`src/rtl/core/hlc_pkg.sv`:
```
// Package for the hazard level classifier: types, register indexes and constants.
// Used by the channel interfaces, the evaluation stage and the top level.
// It depends on nothing else.
package hlc_pkg;

    localparam int unsigned LEVEL_W        = 16;
    localparam int unsigned LIMITS_W       = 48;
    localparam int unsigned CFG_IDX_W      = 3;
    localparam int unsigned CFG_DATA_W     = 48;
    localparam int unsigned TIMER_BITS_DEF = 24;

    localparam logic [15:0] COST_IMPASSABLE = 16'hFFFF;
    localparam logic [15:0] STILL_LIMIT    = 16'd45875;
    localparam logic [15:0] PRESSURE_LIMIT = 16'd13107;
    localparam logic [15:0] CONFIRM_EVAC   = 16'd3000;
    localparam logic [15:0] CONFIRM_ALERT  = 16'd5000;
    localparam logic [15:0] CONFIRM_WARN   = 16'd15000;
    localparam logic [15:0] CONFIRM_STBY   = 16'd20000;

    localparam logic [15:0] RST_BASE_COST = 16'd256;
    localparam logic [15:0] RST_WEIGHT    = 16'd256;
    localparam logic [47:0] RST_LIMITS    = 48'hFFFF_FFFF_FFFF;

    typedef enum logic [CFG_IDX_W-1:0] {
        CFG_BASE_COST       = 3'd0,
        CFG_WEIGHT_PRESSURE = 3'd1,
        CFG_WEIGHT_FLAME    = 3'd2,
        CFG_WEIGHT_SMOKE    = 3'd3,
        CFG_WEIGHT_HEAT     = 3'd4,
        CFG_ALERT_LIMITS    = 3'd5,
        CFG_WARN_LIMITS     = 3'd6
    } t_cfg_idx;

    typedef enum logic [1:0] {
        MOOD_STANDBY  = 2'd0,
        MOOD_WARN     = 2'd1,
        MOOD_ALERT    = 2'd2,
        MOOD_EVACUATE = 2'd3
    } t_mood;

    typedef struct packed {
        logic [15:0] base_cost;
        logic [15:0] weight_pressure;
        logic [15:0] weight_flame;
        logic [15:0] weight_smoke;
        logic [15:0] weight_heat;
        logic [47:0] alert_limits;
        logic [47:0] warn_limits;
    } t_cfg;

    typedef struct packed {
        logic [15:0] pressure_level;
        logic [15:0] flame_level;
        logic [15:0] smoke_level;
        logic [15:0] heat_level;
        logic [15:0] air_level;
        logic [15:0] stillness_level;
        logic        node_alive;
        logic        path_blocked;
        logic [15:0] elapsed_ms;
    } t_sample;

    typedef struct packed {
        logic [15:0] node_cost;
        t_mood       hazard_mood;
        logic        sos_alarm;
        logic        trapped_now;
    } t_result;

    function automatic logic [15:0] confirm_ms(input t_mood mood);
        logic [15:0] ms;
        case (mood)
            MOOD_EVACUATE: ms = CONFIRM_EVAC;
            MOOD_ALERT:    ms = CONFIRM_ALERT;
            MOOD_WARN:     ms = CONFIRM_WARN;
            default:       ms = CONFIRM_STBY;
        endcase
        return ms;
    endfunction

endpackage

```
`src/rtl/core/hlc_in_if.sv`:
```
// Input channel of the hazard level classifier: one sensor sample word per handshake.
// Depends on hlc_pkg for the field widths.
interface hlc_in_if
    import hlc_pkg::*;
();
    logic                valid;
    logic                ready;
    logic [LEVEL_W-1:0]  pressure_level;
    logic [LEVEL_W-1:0]  flame_level;
    logic [LEVEL_W-1:0]  smoke_level;
    logic [LEVEL_W-1:0]  heat_level;
    logic [LEVEL_W-1:0]  air_level;
    logic [LEVEL_W-1:0]  stillness_level;
    logic                node_alive;
    logic                path_blocked;
    logic [15:0]         elapsed_ms;

    modport source (
        output valid, pressure_level, flame_level, smoke_level, heat_level,
               air_level, stillness_level, node_alive, path_blocked, elapsed_ms,
        input  ready
    );

    modport sink (
        input  valid, pressure_level, flame_level, smoke_level, heat_level,
               air_level, stillness_level, node_alive, path_blocked, elapsed_ms,
        output ready
    );
endinterface

```
`src/rtl/core/hlc_out_if.sv`:
```
// Output channel of the hazard level classifier: one result word per handshake.
// Depends on hlc_pkg for the mood type.
interface hlc_out_if
    import hlc_pkg::*;
();
    logic        valid;
    logic        ready;
    logic [15:0] node_cost;
    t_mood       hazard_mood;
    logic        sos_alarm;
    logic        trapped_now;

    modport source (
        output valid, node_cost, hazard_mood, sos_alarm, trapped_now,
        input  ready
    );

    modport sink (
        input  valid, node_cost, hazard_mood, sos_alarm, trapped_now,
        output ready
    );
endinterface

```
`src/rtl/core/hazard_level_classifier_unit.sv`:
```
// Top level of the hazard level classifier: configuration registers, pipeline and state.
// Depends on hlc_pkg, hlc_in_if, hlc_out_if and hlc_eval.
//
// The block takes one sensor sample word per clock while the output is taken and returns one
// result word per sample, in order. A sample is captured in an input register, evaluated in
// one pass (four 16 by 16 multiplies, a sum, threshold compares and the stillness timer
// update) and captured in a result register once that register is free or being read, so
// a result is presented from the result register and the sustained rate is one word per
// cycle while the output is taken. The stillness timer and the SOS latch advance as a
// sample moves into the result register. Configuration writes take effect on the next
// clock and should be made only while no sample is in flight.
module hazard_level_classifier_unit
    import hlc_pkg::*;
#(
    parameter int unsigned TIMER_BITS = TIMER_BITS_DEF
) (
    input  logic                  i_clk,
    input  logic                  i_rst_n,
    input  logic                  i_cfg_we,
    input  logic [CFG_IDX_W-1:0]  i_cfg_idx,
    input  logic [CFG_DATA_W-1:0] i_cfg_data,
    hlc_in_if.sink                i_in,
    hlc_out_if.source             o_out
);

    t_cfg                  r_cfg;
    logic                  r_s1_vld;
    t_sample               r_s1;
    logic                  r_out_vld;
    t_result               r_out;
    logic [TIMER_BITS-1:0] r_timer;
    logic                  r_sos;

    t_result               n_out;
    logic [TIMER_BITS-1:0] n_timer;
    logic                  n_sos;
    logic                  w_advance;
    logic                  w_take_in;

    assign w_advance = !r_out_vld || o_out.ready;
    assign w_take_in = i_in.valid && i_in.ready;
    assign i_in.ready = !r_s1_vld || w_advance;

    always_ff @(posedge i_clk) begin
        if (!i_rst_n) begin
            r_cfg.base_cost       <= RST_BASE_COST;
            r_cfg.weight_pressure <= RST_WEIGHT;
            r_cfg.weight_flame    <= RST_WEIGHT;
            r_cfg.weight_smoke    <= RST_WEIGHT;
            r_cfg.weight_heat     <= RST_WEIGHT;
            r_cfg.alert_limits    <= RST_LIMITS;
            r_cfg.warn_limits     <= RST_LIMITS;
        end else if (i_cfg_we) begin
            case (i_cfg_idx)
                CFG_BASE_COST:       r_cfg.base_cost       <= i_cfg_data[15:0];
                CFG_WEIGHT_PRESSURE: r_cfg.weight_pressure <= i_cfg_data[15:0];
                CFG_WEIGHT_FLAME:    r_cfg.weight_flame    <= i_cfg_data[15:0];
                CFG_WEIGHT_SMOKE:    r_cfg.weight_smoke    <= i_cfg_data[15:0];
                CFG_WEIGHT_HEAT:     r_cfg.weight_heat     <= i_cfg_data[15:0];
                CFG_ALERT_LIMITS:    r_cfg.alert_limits    <= i_cfg_data[LIMITS_W-1:0];
                CFG_WARN_LIMITS:     r_cfg.warn_limits     <= i_cfg_data[LIMITS_W-1:0];
                default: begin
                end
            endcase
        end
    end

    always_ff @(posedge i_clk) begin
        if (!i_rst_n) begin
            r_s1_vld <= 1'b0;
        end else if (i_in.ready) begin
            r_s1_vld <= i_in.valid;
        end
    end

    always_ff @(posedge i_clk) begin
        if (w_take_in) begin
            r_s1.pressure_level  <= i_in.pressure_level;
            r_s1.flame_level     <= i_in.flame_level;
            r_s1.smoke_level     <= i_in.smoke_level;
            r_s1.heat_level      <= i_in.heat_level;
            r_s1.air_level       <= i_in.air_level;
            r_s1.stillness_level <= i_in.stillness_level;
            r_s1.node_alive      <= i_in.node_alive;
            r_s1.path_blocked    <= i_in.path_blocked;
            r_s1.elapsed_ms      <= i_in.elapsed_ms;
        end
    end

    hlc_eval #(
        .TIMER_BITS (TIMER_BITS)
    ) u_eval (
        .i_sample (r_s1),
        .i_cfg    (r_cfg),
        .i_timer  (r_timer),
        .i_sos    (r_sos),
        .o_result (n_out),
        .o_timer  (n_timer),
        .o_sos    (n_sos)
    );

    always_ff @(posedge i_clk) begin
        if (!i_rst_n) begin
            r_out_vld <= 1'b0;
            r_timer   <= '0;
            r_sos     <= 1'b0;
        end else if (w_advance) begin
            r_out_vld <= r_s1_vld;
            if (r_s1_vld) begin
                r_timer <= n_timer;
                r_sos   <= n_sos;
            end
        end
    end

    always_ff @(posedge i_clk) begin
        if (w_advance && r_s1_vld) begin
            r_out <= n_out;
        end
    end

    assign o_out.valid       = r_out_vld;
    assign o_out.node_cost   = r_out.node_cost;
    assign o_out.hazard_mood = r_out.hazard_mood;
    assign o_out.sos_alarm   = r_out.sos_alarm;
    assign o_out.trapped_now = r_out.trapped_now;

    a_sos_needs_trapped: assert property (@(posedge i_clk) disable iff (!i_rst_n)
        r_out_vld && r_out.sos_alarm |-> r_out.trapped_now)
        else $error("SOS word reported without the trapped condition");

    a_evac_iff_inf: assert property (@(posedge i_clk) disable iff (!i_rst_n)
        r_out_vld |-> ((r_out.hazard_mood == MOOD_EVACUATE) ==
                       (r_out.node_cost == COST_IMPASSABLE)))
        else $error("Evacuate mood and infinite cost disagree");

    a_sos_after_confirm: assert property (@(posedge i_clk) disable iff (!i_rst_n)
        r_sos |-> (r_timer > TIMER_BITS'(CONFIRM_EVAC)))
        else $error("SOS latched before the shortest confirm time");

    a_clear_when_free: assert property (@(posedge i_clk) disable iff (!i_rst_n)
        r_s1_vld && w_advance && !n_out.trapped_now |=> (r_timer == '0) && !r_sos)
        else $error("Timer or SOS not cleared after an untrapped sample");

    a_out_matches_state: assert property (@(posedge i_clk) disable iff (!i_rst_n)
        r_s1_vld && w_advance |=> r_out.sos_alarm == r_sos)
        else $error("Reported SOS differs from the latched state");

endmodule

```
`src/rtl/core/hlc_eval.sv`:
```
// Evaluation logic of the hazard level classifier: cost, mood, trapped test and timer update.
// Purely combinational; depends on hlc_pkg.
module hlc_eval
    import hlc_pkg::*;
#(
    parameter int unsigned TIMER_BITS = TIMER_BITS_DEF
) (
    input  t_sample               i_sample,
    input  t_cfg                  i_cfg,
    input  logic [TIMER_BITS-1:0] i_timer,
    input  logic                  i_sos,
    output t_result               o_result,
    output logic [TIMER_BITS-1:0] o_timer,
    output logic                  o_sos
);

    logic [31:0]         w_prod_pressure;
    logic [31:0]         w_prod_flame;
    logic [31:0]         w_prod_smoke;
    logic [31:0]         w_prod_heat;
    logic [33:0]         w_acc;
    logic [18:0]         w_total;
    logic [15:0]         w_cost;
    logic                w_inf;
    t_mood               w_mood;
    logic                w_trapped;
    logic [TIMER_BITS:0] w_timer_sum;
    logic [TIMER_BITS-1:0] w_timer_sat;

    assign w_prod_pressure = 32'(i_cfg.weight_pressure) * 32'(i_sample.pressure_level);
    assign w_prod_flame    = 32'(i_cfg.weight_flame) * 32'(i_sample.flame_level);
    assign w_prod_smoke    = 32'(i_cfg.weight_smoke) * 32'(i_sample.smoke_level);
    assign w_prod_heat     = 32'(i_cfg.weight_heat) * 32'(i_sample.heat_level);

    assign w_acc = 34'(w_prod_pressure) + 34'(w_prod_flame)
                 + 34'(w_prod_smoke) + 34'(w_prod_heat);
    assign w_total = 19'(w_acc[33:16]) + 19'(i_cfg.base_cost);

    always_comb begin
        if (!i_sample.node_alive || i_sample.path_blocked) begin
            w_cost = COST_IMPASSABLE;
        end else if (w_total >= 19'(COST_IMPASSABLE)) begin
            w_cost = COST_IMPASSABLE;
        end else begin
            w_cost = w_total[15:0];
        end
    end

    assign w_inf = (w_cost == COST_IMPASSABLE);

    always_comb begin
        if (w_inf) begin
            w_mood = MOOD_EVACUATE;
        end else if (i_sample.flame_level > i_cfg.alert_limits[15:0] ||
                     i_sample.smoke_level > i_cfg.alert_limits[31:16] ||
                     i_sample.air_level > i_cfg.alert_limits[47:32]) begin
            w_mood = MOOD_ALERT;
        end else if (i_sample.pressure_level > i_cfg.warn_limits[15:0] ||
                     i_sample.smoke_level > i_cfg.warn_limits[31:16] ||
                     i_sample.air_level > i_cfg.warn_limits[47:32]) begin
            w_mood = MOOD_WARN;
        end else begin
            w_mood = MOOD_STANDBY;
        end
    end

    assign w_trapped = (i_sample.stillness_level > STILL_LIMIT) &&
                       (i_sample.pressure_level <= PRESSURE_LIMIT);

    // The elapsed time is no wider than the timer, so the sum overflows at most once.
    assign w_timer_sum = {1'b0, i_timer} + (TIMER_BITS+1)'(i_sample.elapsed_ms);
    assign w_timer_sat = w_timer_sum[TIMER_BITS] ? '1 : w_timer_sum[TIMER_BITS-1:0];

    always_comb begin
        if (w_trapped) begin
            o_timer = w_timer_sat;
            o_sos   = i_sos || (w_timer_sat > TIMER_BITS'(confirm_ms(w_mood)));
        end else begin
            o_timer = '0;
            o_sos   = 1'b0;
        end
    end

    always_comb begin
        o_result.node_cost   = w_cost;
        o_result.hazard_mood = w_mood;
        o_result.sos_alarm   = o_sos;
        o_result.trapped_now = w_trapped;
    end

endmodule
```
`src/flat_wrapper.sv`:
```
// flat-port wrapper written by rule: the top's interface ports become plain ports
module hazard_level_classifier_unit_flat import hlc_pkg::*;
#(
    parameter int unsigned TIMER_BITS = TIMER_BITS_DEF
)
  (i_clk, i_rst_n, i_cfg_we, i_cfg_idx, i_cfg_data, i_in_valid, i_in_pressure_level, i_in_flame_level, i_in_smoke_level, i_in_heat_level, i_in_air_level, i_in_stillness_level, i_in_node_alive, i_in_path_blocked, i_in_elapsed_ms, i_in_ready, o_out_valid, o_out_node_cost, o_out_hazard_mood, o_out_sos_alarm, o_out_trapped_now, o_out_ready);
  hlc_in_if i_in_i ();
  hlc_out_if o_out_i ();
  input  logic i_clk;
  input  logic i_rst_n;
  input  logic i_cfg_we;
  input  logic [CFG_IDX_W-1:0] i_cfg_idx;
  input  logic [CFG_DATA_W-1:0] i_cfg_data;
  input wire logic [$bits(i_in_i.valid)-1:0] i_in_valid;
  input wire logic [$bits(i_in_i.pressure_level)-1:0] i_in_pressure_level;
  input wire logic [$bits(i_in_i.flame_level)-1:0] i_in_flame_level;
  input wire logic [$bits(i_in_i.smoke_level)-1:0] i_in_smoke_level;
  input wire logic [$bits(i_in_i.heat_level)-1:0] i_in_heat_level;
  input wire logic [$bits(i_in_i.air_level)-1:0] i_in_air_level;
  input wire logic [$bits(i_in_i.stillness_level)-1:0] i_in_stillness_level;
  input wire logic [$bits(i_in_i.node_alive)-1:0] i_in_node_alive;
  input wire logic [$bits(i_in_i.path_blocked)-1:0] i_in_path_blocked;
  input wire logic [$bits(i_in_i.elapsed_ms)-1:0] i_in_elapsed_ms;
  output wire logic [$bits(i_in_i.ready)-1:0] i_in_ready;
  output wire logic [$bits(o_out_i.valid)-1:0] o_out_valid;
  output wire logic [$bits(o_out_i.node_cost)-1:0] o_out_node_cost;
  output wire logic [$bits(o_out_i.hazard_mood)-1:0] o_out_hazard_mood;
  output wire logic [$bits(o_out_i.sos_alarm)-1:0] o_out_sos_alarm;
  output wire logic [$bits(o_out_i.trapped_now)-1:0] o_out_trapped_now;
  input wire logic [$bits(o_out_i.ready)-1:0] o_out_ready;
  assign i_in_i.valid = i_in_valid;
  assign i_in_i.pressure_level = i_in_pressure_level;
  assign i_in_i.flame_level = i_in_flame_level;
  assign i_in_i.smoke_level = i_in_smoke_level;
  assign i_in_i.heat_level = i_in_heat_level;
  assign i_in_i.air_level = i_in_air_level;
  assign i_in_i.stillness_level = i_in_stillness_level;
  assign i_in_i.node_alive = i_in_node_alive;
  assign i_in_i.path_blocked = i_in_path_blocked;
  assign i_in_i.elapsed_ms = i_in_elapsed_ms;
  assign i_in_ready = i_in_i.ready;
  assign o_out_valid = o_out_i.valid;
  assign o_out_node_cost = o_out_i.node_cost;
  assign o_out_hazard_mood = o_out_i.hazard_mood;
  assign o_out_sos_alarm = o_out_i.sos_alarm;
  assign o_out_trapped_now = o_out_i.trapped_now;
  assign o_out_i.ready = o_out_ready;
  hazard_level_classifier_unit #(.TIMER_BITS(TIMER_BITS)) u_core (.i_clk(i_clk), .i_rst_n(i_rst_n), .i_cfg_we(i_cfg_we), .i_cfg_idx(i_cfg_idx), .i_cfg_data(i_cfg_data), .i_in(i_in_i), .o_out(o_out_i));
endmodule
```
`config.mk`:
```
export PLATFORM = sky130hd
export DESIGN_NAME = hazard_level_classifier_unit_flat
export DESIGN_NICKNAME = d
export VERILOG_FILES = /design/src/rtl/core/hlc_pkg.sv /design/src/rtl/core/hlc_in_if.sv /design/src/rtl/core/hlc_out_if.sv /design/src/rtl/core/hazard_level_classifier_unit.sv /design/src/rtl/core/hlc_eval.sv /design/src/flat_wrapper.sv
export SDC_FILE = /design/constraint.sdc
export NUM_CORES = 2
export LEC_CHECK = 0
export BUFFER_PORTS_ARGS = -buffer_cell sky130_fd_sc_hd__buf_2
export CAP_MARGIN = 20
export CORE_AREA = 3 3 340 510
export DETAILED_ROUTE_END_ITERATION = 6
export DIE_AREA = 0 0 343 513
export PLACE_DENSITY = 0.45
export SLEW_MARGIN = 20
export SYNTH_ARGS = -nofsm -noshare
export SYNTH_HDL_FRONTEND = slang
export SYNTH_HIERARCHICAL = 1
export SYNTH_SLANG_ARGS = --single-unit
```
`constraint.sdc`:
```
create_clock -name i_clk -period 26.5 [get_ports i_clk]
set_input_delay 0 -clock i_clk [delete_from_list [all_inputs] [get_ports i_clk]]
set_output_delay 0 -clock i_clk [all_outputs]
set_load 0.01 [all_outputs]
```
==> key figures <==
CTS
  • Worst-Skew Late Latency: 0.67 ns
  • H-tree Lvls: 2
  • CTS Sinks: 335
  • CTS buffer count: 44
  • CTS tree: done
  • Clk buf depth: 3
  • Worst-path clk slew: 0.06 ns
  • Clock root buffer: clkbuf_16
  • Post-CTS setup buffers: 0

Floorplanning
  • Rows: 185
  • Initial core utilization: 29.9%
  • DIE WIDTH: 343 um
  • Die H: 513 um
  • Core box area: 169000 um2
  • I/O pin count: 192
  • Die Footprint: 176000 um2

Hold path
  • Min-Delay Path Class: input port to register

Finish
  • Final nets: 7294
  • P&R area growth vs syn: 13.5%
  • Final Cell Area: 57400 um2
  • Fill cell count: 17700
  • Fraction of layout cells with a size suffix above 1: 6.34%

Setup path
  • Arrival time worst endpoint: 14.06 ns
  • Most used cell, CP: fa_1
  • Slowest Stage Delay on Critical Path: 1.07 ns
  • Crit path max fanout: 18
  • CP bufs+invs: 6
  • CP Capture Type: register
  • Cell family with most CP delay: adder cells
  • Critical Path RT: 27.07 ns
  • Startpoint Class: register
  • Slowest-stage cell, CP: edfxtp_1
  • Crit Path Category: register to register

Logic synthesis
  • Synthesized Nets: 7012
  • Post-Syn Area: 50600 um2
  • Synth warnings: 6
  • Syn_area_per_cell: 9.40 um2
  • Synthesized instance count: 5381

Detailed routing
  • Post-Route WL: 161000 um
  • Vias per cell: 4.59
  • Iteration-0 DRC Markers: 1489
  • Final antenna-violating net count: 0
  • Initial DRT Pass Iterations: 6
  • DRC: 0
  • Total number of vias: 36500
  • WL/cell: 20.3 um

Pwr
  • Switching Share: 52.0%
  • Combinational power share: 70.4%
  • PwrDens: 73.7 nW/um2
  • Clock share of power: 14.8%
  • Sequential power share: 14.7%
  • IR drop worst, VDD: 0.182 mV
  • Leak: 29.2 nW
  • Net Sw Power: 2.20 mW
  • Internal: 2.03 mW

Place
  • Placed Instance Area: 54000 um2
  • Hpwl dp: 130000 um
  • IO Port Bufs: 189
  • Gp weighted congestion: 0.856

Timing
  • Final setup fails: 0
  • Hold WS: 0.0590 ns
  • Peak Freq: 74.1 MHz
  • Post-Route Setup TNS: 0 ns
  • Min cycle time layout: 13.49 ns
  • Worst slew margin: 24.7%
  • Final hold viol count: 0
  • Final Max Slew Viols: 0
  • Post-route clock period utilization: 50.9%
  • Worst clock skew: 0.0423 ns
  • Unrepaired setup endpoints after global routing: no
  • Slew @ Worst Pin: 1.13 ns

GRT
  • Pin count of the biggest net entering global routing: 88
  • First-pass GRT wire length: 247000 um
  • Vias in the first global route: 40800
  • Grt total ovfl: 0
  • Initial antenna violation count: 6
  • GRT Total Usage: 18.8%

Run
  • Maxcap violations: 0

Status
  • Status: completed
==> final cells by class <==
cell class / instances / area [um2] / area share [%]
inverter: 1195 / 4490 / 7.81
clock buffer: 53 / 1150 / 2.01
timing repair buffer: 449 / 3400 / 5.92
sequential: 335 / 8030 / 14.0
multi-input combinational: 3638 / 37200 / 64.8
antenna: 7 / 17.5 / 0.0305
clock inverter: 27 / 307 / 0.534
tap: 2244 / 2810 / 4.89
==> worst register-to-register path, delay by kind of cell (launching register included) <==
kind / cells / cell delay (ns)
adders and majority gates: 14 / 6.37
AOI/OAI and AO/OA: 12 / 2.75
and+or+nand+nor: 11 / 2.11
DFF: 1 / 1.07
buffers and inverters: 6 / 0.44
xor gates and xnor gates: 1 / 0.41
muxes: 2 / 0.28
==> registers in the layout, summed over array words and instances (netlist names) <==
register,cells
u_core/o_out.trapped_now,1
u_core/r_s1,112
u_core/r_timer,24
u_core/o_out.node_cost,16
u_core/o_out.valid,1
u_core/o_out.hazard_mood,2
u_core/o_out.sos_alarm,1
u_core/r_s1_vld,1
u_core/r_cfg,176
u_core/r_sos,1
==> through the flow <==
| step | std cells | total power, mW | util (%) | setup WS, ns |
|---|---|---|---|---|
| 5_1_grt | 7943 | 4.61 | 33.9 | 12.20 |
| 4_1_cts | 7940 | 4.26 | 33.9 | 12.86 |
| 3_5_place_dp | 7671 | 3.56 | 31.9 | 12.95 |
| 2_1_floorplan | 5381 | 2.63 | - | 15.20 |
| 3_3_place_gp | 7670 | 3.56 | 31.9 | 12.98 |
| 6_report | 7948 | 4.23 | 33.9 | 13.01 |
==> path summary, 6_finish.rpt <==
path | from | to | slack, ns | cells past startpoint
setup / recovery | u_core/r_s1[100] | u_core/r_sos | 13.01 | 46
hold / removal | i_cfg_idx[2] | u_core/r_cfg[49] | 0.06 | 4
setup reg to reg | u_core/r_s1[100] | u_core/r_sos | 13.01 | 46
hold reg to reg | u_core/r_timer[7] | u_core/r_timer[7] | 0.46 | 2
==> per-layer routing <==
metal	GRT usage, %	wire length, um	vias up
met2	37.2	91300	586
met3	1.39	3500	201
met1	20.3	59300	18900
met4	7.31	7310	0
li1	-	-	16900
met5	0	0	-
==> cell usage in the layout (no fill, tap or decap), types with 10 or more instances in the layout <==
master            n
nand2b_1         13
nor2_1           65
edfxtp_1        132
xnor2_1          27
nor3_1           18
mux2i_1          32
a211oi_1         16
and2_1          613
ha_1            496
clkbuf_16        44
inv_1          1195
nand4_1          23
o21ai_0         111
a21o_1           19
nand2_1         744
o21bai_1         10
fa_1            965
o21a_1           19
o211ai_1         17
buf_2           188
nor2b_1          16
nand3_1         199
xor2_1           18
buf_4            69
dlygate4sd3_1   189
dfxtp_1         203
a21oi_1          81
o21ai_2          10
==> power groups by stage <==
stage | registers [mW] | clock network [mW] | logic (mW)
after CTS | 0.623 | 0.661 | 2.98
after detailed placement | 0.633 | 0 | 2.92
final | 0.623 | 0.628 | 2.98
after global placement | 0.634 | 0 | 2.92
after global routing | 0.627 | 0.675 | 3.30
after floorplan | 0.612 | 0 | 2.02
==> timing repair <==
item                      CTS  global route
hold endpoints to repair  269             0
resized for setup           0             0
hold buffers              189             0
No activity file was read; power rests on OpenSTA's default activity.
